File: src/rtl/pfenc_pkg.sv
// Shared types, constants and helper functions for the Playfair digraph encryptor.
`timescale 1ns / 1ps

package pfenc_pkg;

    // Alphabet and square geometry
    localparam int SIDE    = 5;
    localparam int CELLS   = 25;
    localparam int LETTERS = 26;

    localparam logic [4:0] LETTER_I = 5'd8;
    localparam logic [4:0] LETTER_J = 5'd9;

    // Item kinds carried on the input tuser
    localparam logic [1:0] KIND_KEY  = 2'd0;
    localparam logic [1:0] KIND_END  = 2'd1;
    localparam logic [1:0] KIND_PAIR = 2'd2;
    localparam logic [1:0] KIND_NONE = 2'd3;

    // Result status codes
    localparam logic STATUS_OK  = 1'b0;
    localparam logic STATUS_ERR = 1'b1;

    typedef logic [4:0] t_letter;
    typedef logic [4:0] t_cell;
    typedef logic [2:0] t_rc;

    // Commands from the controller to the datapath
    typedef struct packed {
        logic key_place;
        logic fill_start;
        logic fill_step;
        logic pair_read;
        logic sq_read;
        logic load_out;
        logic set_complete;
    } t_cmd;

    // Status from the datapath back to the controller
    typedef struct packed {
        logic complete;
        logic fill_last;
        logic out_free;
    } t_stat;

    // j shares a cell with i
    function automatic t_letter fold_letter(input t_letter l);
        return (l == LETTER_J) ? LETTER_I : l;
    endfunction

    // row of a cell index below 25
    function automatic t_rc pos_row(input t_cell p);
        t_rc r;
        if (p >= 5'd20)      r = 3'd4;
        else if (p >= 5'd15) r = 3'd3;
        else if (p >= 5'd10) r = 3'd2;
        else if (p >= 5'd5)  r = 3'd1;
        else                 r = 3'd0;
        return r;
    endfunction

    // row * 5 + col
    function automatic t_cell rc_index(input t_rc r, input t_rc c);
        return {r[2:0], 2'b00} + {2'b00, r} + {2'b00, c};
    endfunction

    // column of a cell index below 25
    function automatic t_rc pos_col(input t_cell p);
        t_cell d;
        d = p - rc_index(pos_row(p), 3'd0);
        return d[2:0];
    endfunction

    // step right or down with wrap
    function automatic t_rc next_rc(input t_rc v);
        return (v == 3'(SIDE - 1)) ? 3'd0 : 3'(v + 3'd1);
    endfunction

endpackage

File: src/rtl/playfair_digraph_encrypt.sv
// Top level of the Playfair digraph encryptor: stream ports, controller and datapath.
`timescale 1ns / 1ps
//
// Channel  | Dir | Handshake                   | Payload
// s_axis   | in  | s_axis_tvalid/s_axis_tready | tuser: kind; tdata: first, second letter
// m_axis   | out | m_axis_tvalid/m_axis_tready | tuser: status; tdata: cipher first, second
//
// Key letters are placed as they are accepted. A key end sweeps the alphabet to fill the square,
// unless it is already complete. A letter pair passes position memory read, square memory read
// and output load in turn. Kind 3 and ignored key items are accepted and dropped.
// Reset clears the used flags, fill counter and output valid.
// A stalled result holds in the output register; the next key item still enters,
// a new item is held off while the sweep runs or while a pair is looked up or waits to load.

module playfair_digraph_encrypt (
    input  logic        i_clk,
    input  logic        i_rst_n,
    input  logic        s_axis_tvalid,
    output logic        s_axis_tready,
    input  logic [15:0] s_axis_tdata,   // [4:0] first_letter, [9:5] second_letter, zero pad
    input  logic [1:0]  s_axis_tuser,   // [1:0] kind
    output logic        m_axis_tvalid,
    input  logic        m_axis_tready,
    output logic [15:0] m_axis_tdata,   // [4:0] cipher_first, [9:5] cipher_second, zero pad
    output logic [0:0]  m_axis_tuser    // [0] status
);

    pfenc_pkg::t_cmd    cmd;
    pfenc_pkg::t_stat   stat;
    pfenc_pkg::t_letter cipher_first;
    pfenc_pkg::t_letter cipher_second;
    logic               status;

    pfenc_ctrl u_ctrl (
        .i_clk      (i_clk),
        .i_rst_n    (i_rst_n),
        .i_in_valid (s_axis_tvalid),
        .i_kind     (s_axis_tuser),
        .i_stat     (stat),
        .o_in_ready (s_axis_tready),
        .o_cmd      (cmd)
    );

    pfenc_dp u_dp (
        .i_clk           (i_clk),
        .i_rst_n         (i_rst_n),
        .i_cmd           (cmd),
        .i_first         (s_axis_tdata[4:0]),
        .i_second        (s_axis_tdata[9:5]),
        .i_out_ready     (m_axis_tready),
        .o_stat          (stat),
        .o_out_valid     (m_axis_tvalid),
        .o_cipher_first  (cipher_first),
        .o_cipher_second (cipher_second),
        .o_status        (status)
    );

    assign m_axis_tdata = {6'd0, cipher_second, cipher_first};
    assign m_axis_tuser = status;

endmodule

File: src/rtl/pfenc_ctrl.sv
// Controller state machine: sequences key placement, square fill and pair lookup.
`timescale 1ns / 1ps

module pfenc_ctrl (
    input  logic             i_clk,
    input  logic             i_rst_n,
    input  logic             i_in_valid,
    input  logic [1:0]       i_kind,
    input  pfenc_pkg::t_stat i_stat,
    output logic             o_in_ready,
    output pfenc_pkg::t_cmd  o_cmd
);

    localparam logic [1:0] ST_IDLE = 2'd0;
    localparam logic [1:0] ST_FILL = 2'd1;
    localparam logic [1:0] ST_SQR  = 2'd2;
    localparam logic [1:0] ST_OUT  = 2'd3;

    logic [1:0] r_state;
    logic [1:0] n_state;
    logic       accept;

    assign o_in_ready = (r_state == ST_IDLE);
    assign accept     = i_in_valid && o_in_ready;

    // next state and commands
    always_comb begin
        n_state = r_state;
        o_cmd   = '0;
        unique case (r_state)
            ST_IDLE: begin
                if (accept) begin
                    unique case (i_kind)
                        pfenc_pkg::KIND_KEY: begin
                            o_cmd.key_place = 1'b1;
                        end
                        pfenc_pkg::KIND_END: begin
                            if (!i_stat.complete) begin
                                o_cmd.fill_start = 1'b1;
                                n_state          = ST_FILL;
                            end
                        end
                        pfenc_pkg::KIND_PAIR: begin
                            o_cmd.pair_read = 1'b1;
                            n_state         = ST_SQR;
                        end
                        default: begin
                        end
                    endcase
                end
            end
            ST_FILL: begin
                o_cmd.fill_step = 1'b1;
                if (i_stat.fill_last) begin
                    o_cmd.set_complete = 1'b1;
                    n_state            = ST_IDLE;
                end
            end
            ST_SQR: begin
                o_cmd.sq_read = 1'b1;
                n_state       = ST_OUT;
            end
            ST_OUT: begin
                if (i_stat.out_free) begin
                    o_cmd.load_out = 1'b1;
                    n_state        = ST_IDLE;
                end
            end
            default: begin
                n_state = ST_IDLE;
            end
        endcase
    end

    // state register
    always_ff @(posedge i_clk) begin
        if (!i_rst_n) begin
            r_state <= ST_IDLE;
        end else begin
            r_state <= n_state;
        end
    end

endmodule

File: src/rtl/pfenc_dp.sv
// Datapath: key square memories, used flags, fill counter and output register.
`timescale 1ns / 1ps

module pfenc_dp (
    input  logic                i_clk,
    input  logic                i_rst_n,
    input  pfenc_pkg::t_cmd     i_cmd,
    input  pfenc_pkg::t_letter  i_first,
    input  pfenc_pkg::t_letter  i_second,
    input  logic                i_out_ready,
    output pfenc_pkg::t_stat    o_stat,
    output logic                o_out_valid,
    output pfenc_pkg::t_letter  o_cipher_first,
    output pfenc_pkg::t_letter  o_cipher_second,
    output logic                o_status
);

    localparam logic [4:0] LAST_LETTER = 5'(pfenc_pkg::LETTERS - 1);
    localparam logic [4:0] NUM_LETTERS = 5'(pfenc_pkg::LETTERS);
    localparam logic [4:0] NUM_CELLS   = 5'(pfenc_pkg::CELLS);

    // key square and letter position memories
    pfenc_pkg::t_letter sq_mem  [pfenc_pkg::CELLS];
    pfenc_pkg::t_cell   pos_mem [pfenc_pkg::LETTERS];

    logic [pfenc_pkg::LETTERS-1:0] r_used;
    pfenc_pkg::t_cell              r_fill;
    logic                          r_complete;
    pfenc_pkg::t_letter            r_sweep;

    pfenc_pkg::t_cell   r_pa;
    pfenc_pkg::t_cell   r_pb;
    logic               r_err;
    pfenc_pkg::t_letter r_x;
    pfenc_pkg::t_letter r_y;

    logic               r_out_valid;
    pfenc_pkg::t_letter r_cf;
    pfenc_pkg::t_letter r_cs;
    logic               r_st;

    logic               first_ok;
    logic               second_ok;
    logic               place_req;
    logic               place_en;
    pfenc_pkg::t_letter place_letter;
    pfenc_pkg::t_letter addr_a;
    pfenc_pkg::t_letter addr_b;
    pfenc_pkg::t_cell   pa;
    pfenc_pkg::t_cell   pb;
    pfenc_pkg::t_rc     r1;
    pfenc_pkg::t_rc     c1;
    pfenc_pkg::t_rc     r2;
    pfenc_pkg::t_rc     c2;
    pfenc_pkg::t_cell   xa;
    pfenc_pkg::t_cell   ya;

    assign first_ok  = (i_first  < NUM_LETTERS);
    assign second_ok = (i_second < NUM_LETTERS);

    // letter to place: key letter or the fill sweep
    always_comb begin
        if (i_cmd.key_place) begin
            place_letter = pfenc_pkg::fold_letter(i_first);
            place_req    = !r_complete && first_ok;
        end else begin
            place_letter = r_sweep;
            place_req    = i_cmd.fill_step && (r_sweep != pfenc_pkg::LETTER_J);
        end
        place_en = place_req && !r_used[place_letter] && (r_fill < NUM_CELLS);
    end

    // position lookup addresses, clamped for out-of-range letters
    assign addr_a = first_ok  ? pfenc_pkg::fold_letter(i_first)  : 5'd0;
    assign addr_b = second_ok ? pfenc_pkg::fold_letter(i_second) : 5'd0;

    // cipher cell addresses from the two positions
    always_comb begin
        pa = (r_pa < NUM_CELLS) ? r_pa : 5'd0;
        pb = (r_pb < NUM_CELLS) ? r_pb : 5'd0;
        r1 = pfenc_pkg::pos_row(pa);
        c1 = pfenc_pkg::pos_col(pa);
        r2 = pfenc_pkg::pos_row(pb);
        c2 = pfenc_pkg::pos_col(pb);
        priority if (r1 == r2) begin
            xa = pfenc_pkg::rc_index(r1, pfenc_pkg::next_rc(c1));
            ya = pfenc_pkg::rc_index(r2, pfenc_pkg::next_rc(c2));
        end else if (c1 == c2) begin
            xa = pfenc_pkg::rc_index(pfenc_pkg::next_rc(r1), c1);
            ya = pfenc_pkg::rc_index(pfenc_pkg::next_rc(r2), c2);
        end else begin
            xa = pfenc_pkg::rc_index(r1, c2);
            ya = pfenc_pkg::rc_index(r2, c1);
        end
    end

    // memory writes and registered reads
    always_ff @(posedge i_clk) begin
        if (place_en) begin
            sq_mem[r_fill]        <= place_letter;
            pos_mem[place_letter] <= r_fill;
        end
        if (i_cmd.pair_read) begin
            r_pa  <= pos_mem[addr_a];
            r_pb  <= pos_mem[addr_b];
            r_err <= !r_complete || !first_ok || !second_ok;
        end
        if (i_cmd.sq_read) begin
            r_x <= sq_mem[xa];
            r_y <= sq_mem[ya];
        end
    end

    // used flags, fill counter, sweep and completion
    always_ff @(posedge i_clk) begin
        if (!i_rst_n) begin
            r_used     <= '0;
            r_fill     <= '0;
            r_complete <= 1'b0;
            r_sweep    <= '0;
        end else begin
            if (place_en) begin
                r_used[place_letter] <= 1'b1;
                r_fill               <= r_fill + 5'd1;
            end
            if (i_cmd.fill_start) begin
                r_sweep <= '0;
            end else if (i_cmd.fill_step) begin
                r_sweep <= r_sweep + 5'd1;
            end
            if (i_cmd.set_complete) begin
                r_complete <= 1'b1;
            end
        end
    end

    // output register
    always_ff @(posedge i_clk) begin
        if (!i_rst_n) begin
            r_out_valid <= 1'b0;
        end else if (i_cmd.load_out) begin
            r_out_valid <= 1'b1;
        end else if (i_out_ready) begin
            r_out_valid <= 1'b0;
        end
    end

    always_ff @(posedge i_clk) begin
        if (i_cmd.load_out) begin
            r_cf <= r_err ? 5'd0 : r_x;
            r_cs <= r_err ? 5'd0 : r_y;
            r_st <= r_err ? pfenc_pkg::STATUS_ERR : pfenc_pkg::STATUS_OK;
        end
    end

    assign o_stat.complete  = r_complete;
    assign o_stat.fill_last = (r_sweep == LAST_LETTER);
    assign o_stat.out_free  = !r_out_valid || i_out_ready;

    assign o_out_valid     = r_out_valid;
    assign o_cipher_first  = r_cf;
    assign o_cipher_second = r_cs;
    assign o_status        = r_st;

endmodule

File: config.mk
export PLATFORM = sky130hd
export DESIGN_NAME = playfair_digraph_encrypt
export DESIGN_NICKNAME = d
export VERILOG_FILES = /design/src/rtl/pfenc_pkg.sv /design/src/rtl/playfair_digraph_encrypt.sv /design/src/rtl/pfenc_ctrl.sv /design/src/rtl/pfenc_dp.sv
export SDC_FILE = /design/constraint.sdc
export NUM_CORES = 1
export LEC_CHECK = 0
export BUFFER_PORTS_ARGS = -buffer_cell sky130_fd_sc_hd__buf_2
export CORE_ASPECT_RATIO = 1.4
export CORE_MARGIN = 4
export CORE_UTILIZATION = 30
export DETAILED_ROUTE_END_ITERATION = 12
export GPL_ROUTABILITY_DRIVEN = 0
export PLACE_DENSITY = 0.52
export RECOVER_POWER = 25
export SYNTH_ARGS = -nofsm -noshare
export SYNTH_HDL_FRONTEND = slang
export SYNTH_SLANG_ARGS = --single-unit
File: constraint.sdc
create_clock -name i_clk -period 8.7 [get_ports i_clk]
set_input_delay 0.435 -clock i_clk [delete_from_list [all_inputs] [get_ports i_clk]]
set_output_delay 0.435 -clock i_clk [all_outputs]
set_load 0.05 [all_outputs]
==> flow_metrics.py, run 1 <==
metrics = {
    "status": {
        "status": "finished, violations left",
        "violations": "capacitance limit, slew limit",
    },
    "sta": {
        "drv_slew": 176,
        "max_clock_freq_mhz": 166,
        "setup_tns_ns": 0,
        "fin_skew_ns": 0.0228,
        "grt_setup_unrepaired": "no",
        "final.min_clock_period_ns": 6.01,
        "worst_slew_pin_slew_ns": 2.15,
        "setup_viol": 0,
        "final.period_utilization": 0.690,
        "relSlewSlack": -0.435,
        "finalHoldViolations": 0,
    },
    "grt": {
        "first_global_vias": 11600,
        "grt_pass1_wl_mm": 71.6,
        "grt_usage": 0.151,
        "antenna_found_initial": 0,
        "grt_max_degree": 49,
        "grt-ovfl-total": 0,
    },
    "drt": {
        "wl_met1_mm": 18.1,
        "dr_wl_met3_mm": 1.95,
        "ant_nets": 0,
        "vias": 11300,
        "wl_mm": 47.1,
        "vias_per_cell": 5.23,
        "drtIter0Drc": 691,
        "met2_length_mm": 24.9,
        "routed.top_layer": "met4",
        "drc": 0,
        "drt_first_pass_iters": 6,
        "wl_per_cell_um": 21.8,
    },
    "die": {
        "die_w_um": 211,
        "die_h_um": 293,
        "start_util": 0.302,
        "pin_count": 41,
        "std_cell_rows": 104,
        "dieArea_um2": 61800,
        "coreArea_um2": 57400,
    },
    "final_layout": {
        "largest_reg_flops": 130,
        "regMostFlops": "u_dp.pos_mem",
        "nets": 1465,
        "reg_top3": "u_dp.pos_mem: 130 flops, u_dp.sq_mem: 125 flops, u_dp.r_used: 26 flops",
        "post-route-util": 0.336,
        "final_cell_mix": "edfxtp_1, nand2_1, mux2i_1",
        "stdcell_count": 2160,
        "n_fill_cell": 5599,
        "drive_above_1_share": 0.133,
        "synthToLayoutAreaGrowth_pct": 11.2,
        "antenna_cells": 0,
        "final_common_cell": "edfxtp_1",
    },
    "placed_design": {
        "port_buffers": 28,
        "place_inst": 2098,
        "dp_hpwl_mm": 32.6,
    },
    "yosys": {
        "synth-simple-area-share": 0.106,
        "synth_compound_area_frac": 0.115,
        "yosys.area.top_type": "edfxtp_1",
        "synth_area_per_cell_um2": 12.6,
        "synth-edff-count": 287,
        "ys_warn_count": 0,
        "synth.cell_area_um2": 17400,
        "synth_top_family_by_area": "multiplexers",
        "synthXorXnorAreaFrac": 0.0141,
        "async_flop_share": 0,
        "netlist_instances": 1383,
        "synthMuxAreaShare": 0.146,
        "synth_ff_type": "edfxtp_1",
        "seq_area_frac_synth": 0.543,
        "ys_ff_latch": 327,
        "synthAdderAreaFrac": 0.0396,
        "ys_types": 80,
        "netlist.area_leader.share": 0.497,
        "synth_area_leaders": "edfxtp_1, mux2i_1, mux4_2, dfxtp_1, nand2_1",
    },
    "power": {
        "p_leak_nw": 6.82,
        "p_per_area_nw_per_um2": 232,
        "vdd_drop_max_mv": 0.146,
    },
    "clock_network": {
        "path_clk_slew_ns": 0.06,
        "cts_sinks": 327,
        "ctsResizeCount": 0,
        "clock-root-buffer": "clkbuf_16",
        "postCtsSetupBuffers": 0,
        "insertion_delay_ns": 0.54,
        "ctsHoldBuffers": 0,
        "clockBufferDepth": 3,
        "h-tree-depth": 2,
        "numCtsBuffers": 36,
        "cts_tree": "yes",
    },
    "setup_path": {
        "critPathMaxFanout": 19,
        "critPathLaunch": "u_dp.r_pa[3]",
        "cp-end-kind": "flip-flop",
        "required_ns": 8.98,
        "crit_buf_inv": 3,
        "path_cells": "nor4b_1 > o21ai_1 > inv_1 > nor2_1 > ha_1 > fa_1 > xor2_4 > inv_1 > fa_1 > inv_1 > fa_1 > nand2_1 > o21ai_2 > o21ai_4 > mux4_1 > a211oi_1 > nor4_2",
        "worstSetupPathType": "flip-flop to flip-flop",
        "worstReg2RegStart": "u_dp.r_pa[3]",
        "cp_top_family": "compound AO/OA/AOI/OAI gates",
        "crit_path_top_delay_cell": "mux4_1",
        "critPathLaunchType": "flip-flop",
        "slowest_delay_ns": 0.64,
        "arrival_ns": 6.29,
    },
    "run": {
        "max_cap_viol_count": 5,
    },
    "hold_path": {
        "hp-start": "m_axis_tready",
        "hp-class": "input port to flip-flop",
    },
}
-- metal layers --
layer	vias up	track usage
met3	99	0.0227
met4	0	0.0624
li1	5289	-
met1	5592	0.175
met2	310	0.277
met5	-	0
-- Yosys cell counts (11+ instances only) --
| cell | number |
|---|---|
| dfxtp_1 | 40 |
| nand3_1 | 40 |
| mux2_2 | 25 |
| o21ai_0 | 43 |
| and2_1 | 12 |
| and3_1 | 13 |
| nor2_1 | 93 |
| nand2_1 | 167 |
| o21a_1 | 32 |
| mux4_2 | 36 |
| clkbuf_1 | 41 |
| a31oi_1 | 11 |
| mux2i_1 | 122 |
| ha_1 | 39 |
| inv_1 | 46 |
| o22ai_1 | 17 |
| edfxtp_1 | 287 |
| a211oi_1 | 11 |
| a21oi_1 | 48 |
| buf_2 | 13 |
| o221ai_1 | 22 |
| nor2b_1 | 19 |
-- layout make-up --
class	instances	area, um^2	area share
sequential	327	9420	0.488
inverter	46	173	0.00895
clock inverter	13	131	0.00681
tap	742	928	0.0481
clock buffer	49	1030	0.0535
timing repair buffer	45	245	0.0127
multi-input combinational	938	7370	0.382
-- final timing paths --
kind                 endpoint  slack, ns  depth (start not counted)
min          u_dp.o_out_valid       0.24                          3
max reg2reg       u_dp.r_x[3]       2.69                         17
min reg2reg   u_dp.r_used[25]       0.46                          1
max               u_dp.r_x[3]       2.69                         17
-- report_power, final --
part	total, mW	internal, mW	switching (mW)
registers	1.76	1.74	0.0130
logic	1.22	0.473	0.745
clock network	1.51	0.894	0.618
-- tightest hold or removal path, delay by kind of cell --
kind | cells | cell delay, ns
simple gates | 1 | 0.14
buf+inv | 1 | 0.07
compound gates | 1 | 0.09
-- metrics by stage --
stage                     cell area (um^2)  worst slack, ns  power [mW]  hold WS [ns]
after floorplan                      17400             3.71        2.73         0.435
after global placement               18200             2.71        3.01         0.445
after detailed placement             18200             2.69        3.02         0.452
after CTS                            19300             2.68        4.54         0.221
after global routing                 19300             2.33        4.69         0.246
final                                19300             2.69        4.49         0.240
-- cell families (layout without fill, tap and decap cells) --
| logic type | count (synthesis) | in the layout |
|---|---|---|
| and+or+nand+nor | 390 | 390 |
| DFF | 327 | 327 |
| AOI/OAI and AO/OA | 279 | 279 |
| muxes | 192 | 192 |
| buffers and inverters | 123 | 153 |
| adders and majority gates | 49 | 49 |
| xor gates and xnor gates | 22 | 22 |
| other | 1 | 6 |
(Power assumes the default switching activity.)
==> inputs of run 2 (changes only) <==
Clock period 8.7 ns to 6 ns, I/O delays scaled along.
==> run 2 against run 1 <==
Compared with the run above:
- the run still ends with capacitance limit, slew limit left
- critical path depth increased by 2
- clock-buffer cell count up 1
- design area up 1.4%
- power increased by 50%
- worst hold slack worse by 0.13 ns
- largest cell class unchanged
- largest power group unchanged
- highest routed layer unchanged
==> flow_metrics.py, run 2 (synthesis gave the netlist of run 1 again) <==
metrics = {
    "status": {
        "status": "finished, violations left",
        "violations": "capacitance limit, slew limit",
    },
    "clock_network": {
        "path_clk_slew_ns": 0.06,
        "clock-root-buffer": "clkbuf_16",
        "ctsResizeCount": 0,
        "cts_sinks": 327,
        "clockBufferDepth": 3,
        "ctsHoldBuffers": 0,
        "insertion_delay_ns": 0.55,
        "h-tree-depth": 2,
        "numCtsBuffers": 37,
        "cts_tree": "yes",
        "postCtsSetupBuffers": 0,
    },
    "placed_design": {
        "place_area_um2": 18400,
        "dp_hpwl_mm": 34.1,
        "port_buffers": 28,
        "place_inst": 2121,
    },
    "final_layout": {
        "regMostFlops": "u_dp.pos_mem",
        "reg_top3": "u_dp.pos_mem: 130 flops, u_dp.sq_mem: 125 flops, u_dp.r_used: 26 flops",
        "final_cell_mix": "edfxtp_1, nand2_1, mux2i_1",
        "synthToLayoutAreaGrowth_pct": 12.7,
        "stdcell_count": 2188,
        "final_cell_area_um2": 19600,
        "antenna_cells": 0,
        "largest_reg_flops": 130,
        "final_common_cell": "edfxtp_1",
        "nets": 1489,
        "drive_above_1_share": 0.146,
    },
    "hold_path": {
        "hp-class": "input port to flip-flop",
        "min_path_cells": 3,
    },
    "grt": {
        "first_global_vias": 11800,
        "grt-ovfl-total": 0,
        "antenna_found_initial": 0,
        "grt_usage": 0.152,
        "grt_max_degree": 46,
        "grt_pass1_wl_mm": 71.7,
    },
    "sta": {
        "max_clock_freq_mhz": 182,
        "setup_tns_ns": 0,
        "holdWs_ns": 0.115,
        "finalHoldViolations": 0,
        "final.min_clock_period_ns": 5.50,
        "setup_viol": 0,
        "fin_skew_ns": 0.0185,
        "drv_slew": 176,
        "grt_setup_unrepaired": "no",
        "final.period_utilization": 0.917,
        "relSlewSlack": -0.383,
        "worst_slew_pin_slew_ns": 2.07,
    },
    "drt": {
        "drc": 0,
        "wl_mm": 47.8,
        "ant_nets": 0,
        "drt_first_pass_iters": 5,
        "wl_per_cell_um": 21.8,
        "drtIter0Drc": 702,
        "vias": 11500,
        "vias_per_cell": 5.24,
    },
    "power": {
        "total_power_mw": 6.71,
        "p_leak_nw": 6.97,
        "p_per_area_nw_per_um2": 343,
        "vdd_drop_max_mv": 0.201,
    },
    "setup_path": {
        "reg2reg_depth": 19,
        "critPathMaxFanout": 14,
        "arrival_ns": 5.79,
        "worstSetupPathType": "flip-flop to flip-flop",
        "rrSetupSlack_ns": 0.50,
        "required_ns": 6.29,
        "critPathLaunchType": "flip-flop",
        "slowest_delay_ns": 0.59,
        "crit_path_top_delay_cell": "fa_1",
        "path_cells": "nor4b_1 > o21ai_1 > inv_1 > nor2_1 > ha_1 > fa_1 > xor2_4 > inv_1 > fa_1 > inv_1 > fa_1 > nand2_1 > o21ai_2 > o21ai_4 > buf_4 > mux4_1 > mux2i_1 > and2_1 > nor4_2",
        "cp-end-kind": "flip-flop",
    },
    "run": {
        "max_cap_viol_count": 5,
    },
    "die": {
        "die_h_um": 293,
        "dieArea_um2": 61800,
        "pin_count": 41,
        "std_cell_rows": 104,
        "start_util": 0.302,
        "die_w_um": 211,
        "coreArea_um2": 57400,
    },
}
run 2: power breakdown:
part	leakage [nW]	total [mW]	switching [mW]	internal (mW)
Sequential	2.99	2.55	0.0194	2.53
Clock	0.601	2.33	0.917	1.41
Combinational	3.38	1.83	1.09	0.741
Total	6.97	6.71	2.03	4.68
run 2: path summary, 6_finish.rpt:
kind,startpoint,to
max,u_dp.r_pa[1],u_dp.r_x[3]
min reg2reg,u_dp.r_used[24],u_dp.r_used[24]
max reg2reg,u_dp.r_pa[1],u_dp.r_x[3]
min,m_axis_tready,u_dp.o_out_valid
run 2: per-stage QoR:
step | util | setup WS [ns]
3_5_place_dp | 0.320 | 0.435
5_1_grt | 0.341 | 0.0432
6_report | 0.341 | 0.496
3_3_place_gp | 0.320 | 0.494
4_1_cts | 0.341 | 0.412
2_1_floorplan | - | 1.01
run 2: cell type report:
cell class,count,area [um^2]
Tap cell,742,928
Sequential cell,327,9420
Fill cell,5615,37800
Clock buffer,50,1020
Inverter,46,173
Multi-Input combinational cell,938,7370
Timing Repair Buffer,68,438
Clock inverter,17,220
run 2: metal layers:
layer,vias to the layer above,part of all wire,GRT usage
met2,305,0.53,0.279
met4,0,0.051,0.0720
met5,-,0,0
met3,106,0.045,0.0261
li1,5344,-,-
met1,5700,0.38,0.169
run 2: critical path, delay by kind of cell (launching register included):
kind | cells | cell delay, ns
fa+ha+maj | 4 | 1.73
simple gates | 5 | 0.79
buf+inv | 4 | 0.70
compound gates | 3 | 0.64
mux | 2 | 0.56
flops | 1 | 0.54
xor+xnor | 1 | 0.29
==> inputs of run 3 (changes only) <==
Settings changed: SYNTH_HIERARCHICAL set to 1.
==> run 3 against run 2 <==
Compared with the run above:
- the flow still finishes with violations (capacitance limit, slew limit)
- non-clock buffer count shrank 7
- global-route usage grew 0.62 points
- flip-flop and latch count unchanged
- core utilization hardly changed
- cell count up 1.1%
- worst setup slack got worse by 0.13 ns
- first-iteration DRC count increased by 28%
- critical path depth fell by 1
- clock-buffer cell count is 6 lower
==> flow_metrics.py, run 3 <==
metrics = {
    "drt": {
        "vias_per_cell": 5.39,
        "wl_per_cell_um": 22.3,
        "drtIter0Drc": 897,
        "drc": 0,
        "wl_mm": 49.4,
        "vias": 11900,
        "drt_first_pass_iters": 5,
        "ant_nets": 0,
    },
    "yosys": {
        "synth_area_leaders": "edfxtp_1, mux4_2, mux2i_1, dfxtp_1, nand2_1",
        "synthXorXnorAreaFrac": 0.0106,
        "ys_ff_latch": 327,
        "synth-edff-count": 287,
        "ys_types": 83,
        "synthMuxAreaShare": 0.126,
        "synth_top_family_by_area": "multiplexers",
        "ys_warn_count": 6,
        "yosys.area.top_type": "edfxtp_1",
        "synth.most_common_cell": "edfxtp_1",
        "synth-simple-area-share": 0.122,
        "synthAdderAreaFrac": 0.0377,
        "netlist.area_leader.share": 0.499,
        "synth_area_per_cell_um2": 12.0,
        "async_flop_share": 0,
        "synth_compound_area_frac": 0.121,
        "synth_ff_type": "edfxtp_1",
        "seq_area_frac_synth": 0.545,
        "yosys-top-cells-count": "edfxtp_1, nand2_1, nor2_1, mux2i_1, o21ai_0",
        "synth.cell_area_um2": 17300,
        "netlist_instances": 1442,
    },
    "die": {
        "die_w_um": 211,
        "coreArea_um2": 56700,
        "std_cell_rows": 103,
        "pin_count": 41,
        "die_h_um": 292,
        "start_util": 0.305,
        "dieArea_um2": 61500,
    },
    "final_layout": {
        "drive_above_1_share": 0.153,
        "synthToLayoutAreaGrowth_pct": 11.8,
        "final_cell_mix": "edfxtp_1, nand2_1, nor2_1",
        "reg_top3": "u_dp/pos_mem: 130 flops, u_dp/sq_mem: 125 flops, u_dp/r_used: 26 flops",
        "final_common_cell": "edfxtp_1",
        "regMostFlops": "u_dp/pos_mem",
        "largest_reg_flops": 130,
        "nets": 1519,
        "antenna_cells": 0,
    },
    "placed_design": {
        "port_buffers": 28,
        "place_ws_ns": 0.224,
        "dp_hpwl_mm": 34.9,
    },
    "power": {
        "vdd_drop_max_mv": 0.251,
        "p_leak_nw": 6.72,
        "p_per_area_nw_per_um2": 328,
    },
    "setup_path": {
        "arrival_ns": 5.91,
        "slowest_delay_ns": 0.61,
        "required_ns": 6.27,
        "path_cells": "nor4b_1 > o21ai_1 > inv_1 > or2_2 > inv_1 > fa_1 > nor2b_1 > a32o_1 > a211oi_4 > buf_4 > o21a_1 > o21ai_2 > a221o_2 > nand2_4 > mux4_2 > a2111oi_0 > buf_4 > nor4_1",
        "rrSetupSlack_ns": 0.36,
        "worstSetupPathType": "flip-flop to flip-flop",
        "cp-end-kind": "flip-flop",
        "critPathLaunchType": "flip-flop",
        "critPathMaxFanout": 12,
        "crit_path_top_delay_cell": "a2111oi_0",
    },
    "grt": {
        "grt_usage": 0.158,
        "first_global_vias": 12400,
        "grt-ovfl-total": 0,
        "grt_pass1_wl_mm": 75.2,
        "grt_max_degree": 50,
        "antenna_found_initial": 0,
    },
    "status": {
        "violations": "capacitance limit, slew limit",
        "status": "finished, violations left",
    },
    "clock_network": {
        "clockBufferDepth": 3,
        "insertion_delay_ns": 0.54,
        "clock-root-buffer": "clkbuf_16",
        "numCtsBuffers": 35,
        "cts_tree": "yes",
        "ctsHoldBuffers": 0,
        "path_clk_slew_ns": 0.06,
        "h-tree-depth": 2,
        "cts_sinks": 327,
    },
    "hold_path": {
        "hp-class": "input port to flip-flop",
    },
    "sta": {
        "final.period_utilization": 0.940,
        "finalHoldViolations": 0,
        "grt_setup_unrepaired": "no",
        "setup_viol": 0,
        "worst_slew_pin_slew_ns": 2.09,
        "final.min_clock_period_ns": 5.64,
        "relSlewSlack": -0.392,
        "drv_slew": 171,
        "fin_skew_ns": 0.0141,
        "max_clock_freq_mhz": 177,
        "layout_setup_ws_ns": 0.361,
        "setup_tns_ns": 0,
    },
    "run": {
        "max_cap_viol_count": 5,
    },
}
[run 3: kinds of logic after synthesis]
group	after synthesis
mux	160
other cells	1
buf+inv	137
simple gates	441
fa+ha+maj	46
xor+xnor	21
compound gates	309
flops	327
[run 3: final cells by class]
cell class	instances	area (um^2)
multi-input combinational	983	7270
tap	735	920
sequential	327	9420
clock inverter	20	203
timing repair buffer	61	398
fill	5685	37400
clock buffer	44	941
inverter	43	161
[run 3: final timing paths]
kind | to | cells after the start | from
worst max-delay path | u_dp/r_x[2] | 18 | u_dp/r_pb[0]
worst min register to register | u_dp/r_used[16] | 1 | u_dp/r_used[16]
worst min-delay path | u_dp/o_out_valid | 3 | m_axis_tready
worst max register to register | u_dp/r_x[2] | 18 | u_dp/r_pb[0]
[run 3: power breakdown]
part / switching (mW) / internal, mW / total, mW
Sequential: 0.0182 / 2.52 / 2.54
Clock: 0.901 / 1.25 / 2.15
Combinational: 1.04 / 0.609 / 1.65
Total: 1.96 / 4.38 / 6.34
[run 3: critical path: cells and delay by family (launching register included)]
kind | cells | cell delay (ns)
AND/OR/NAND/NOR | 5 | 0.86
buffers and inverters | 4 | 0.71
adder cells (fa/ha/maj) | 1 | 0.48
flip-flops | 1 | 0.51
AO/OA/AOI/OAI | 7 | 2.27
multiplexers | 1 | 0.53
[run 3: stage by stage]
step,area [um^2],utilization,power [mW],hold slack [ns],std cells
finish,19300,0.341,6.34,0.0793,2213
floorplan,17300,-,3.74,0.418,1447
CTS,19300,0.341,6.40,0.0575,2213
global route,19300,0.341,6.62,0.111,2213
detailed placement,18200,0.321,4.23,0.452,2149
global placement,18200,0.321,4.21,0.441,2149
[run 3: per-layer routing]
layer	global-route usage	share of wire	vias to the layer above
li1	-	-	5487
met1	0.178	0.38	5977
met2	0.297	0.54	368
met3	0.0221	0.043	104
met4	0.0650	0.043	0
met5	0	0	-
[run 3: repair_timing]
action,4_1_cts,5_1_grt
endpoints found under the setup margin,0,3
setup buffers,0,0
gates resized for setup,0,2
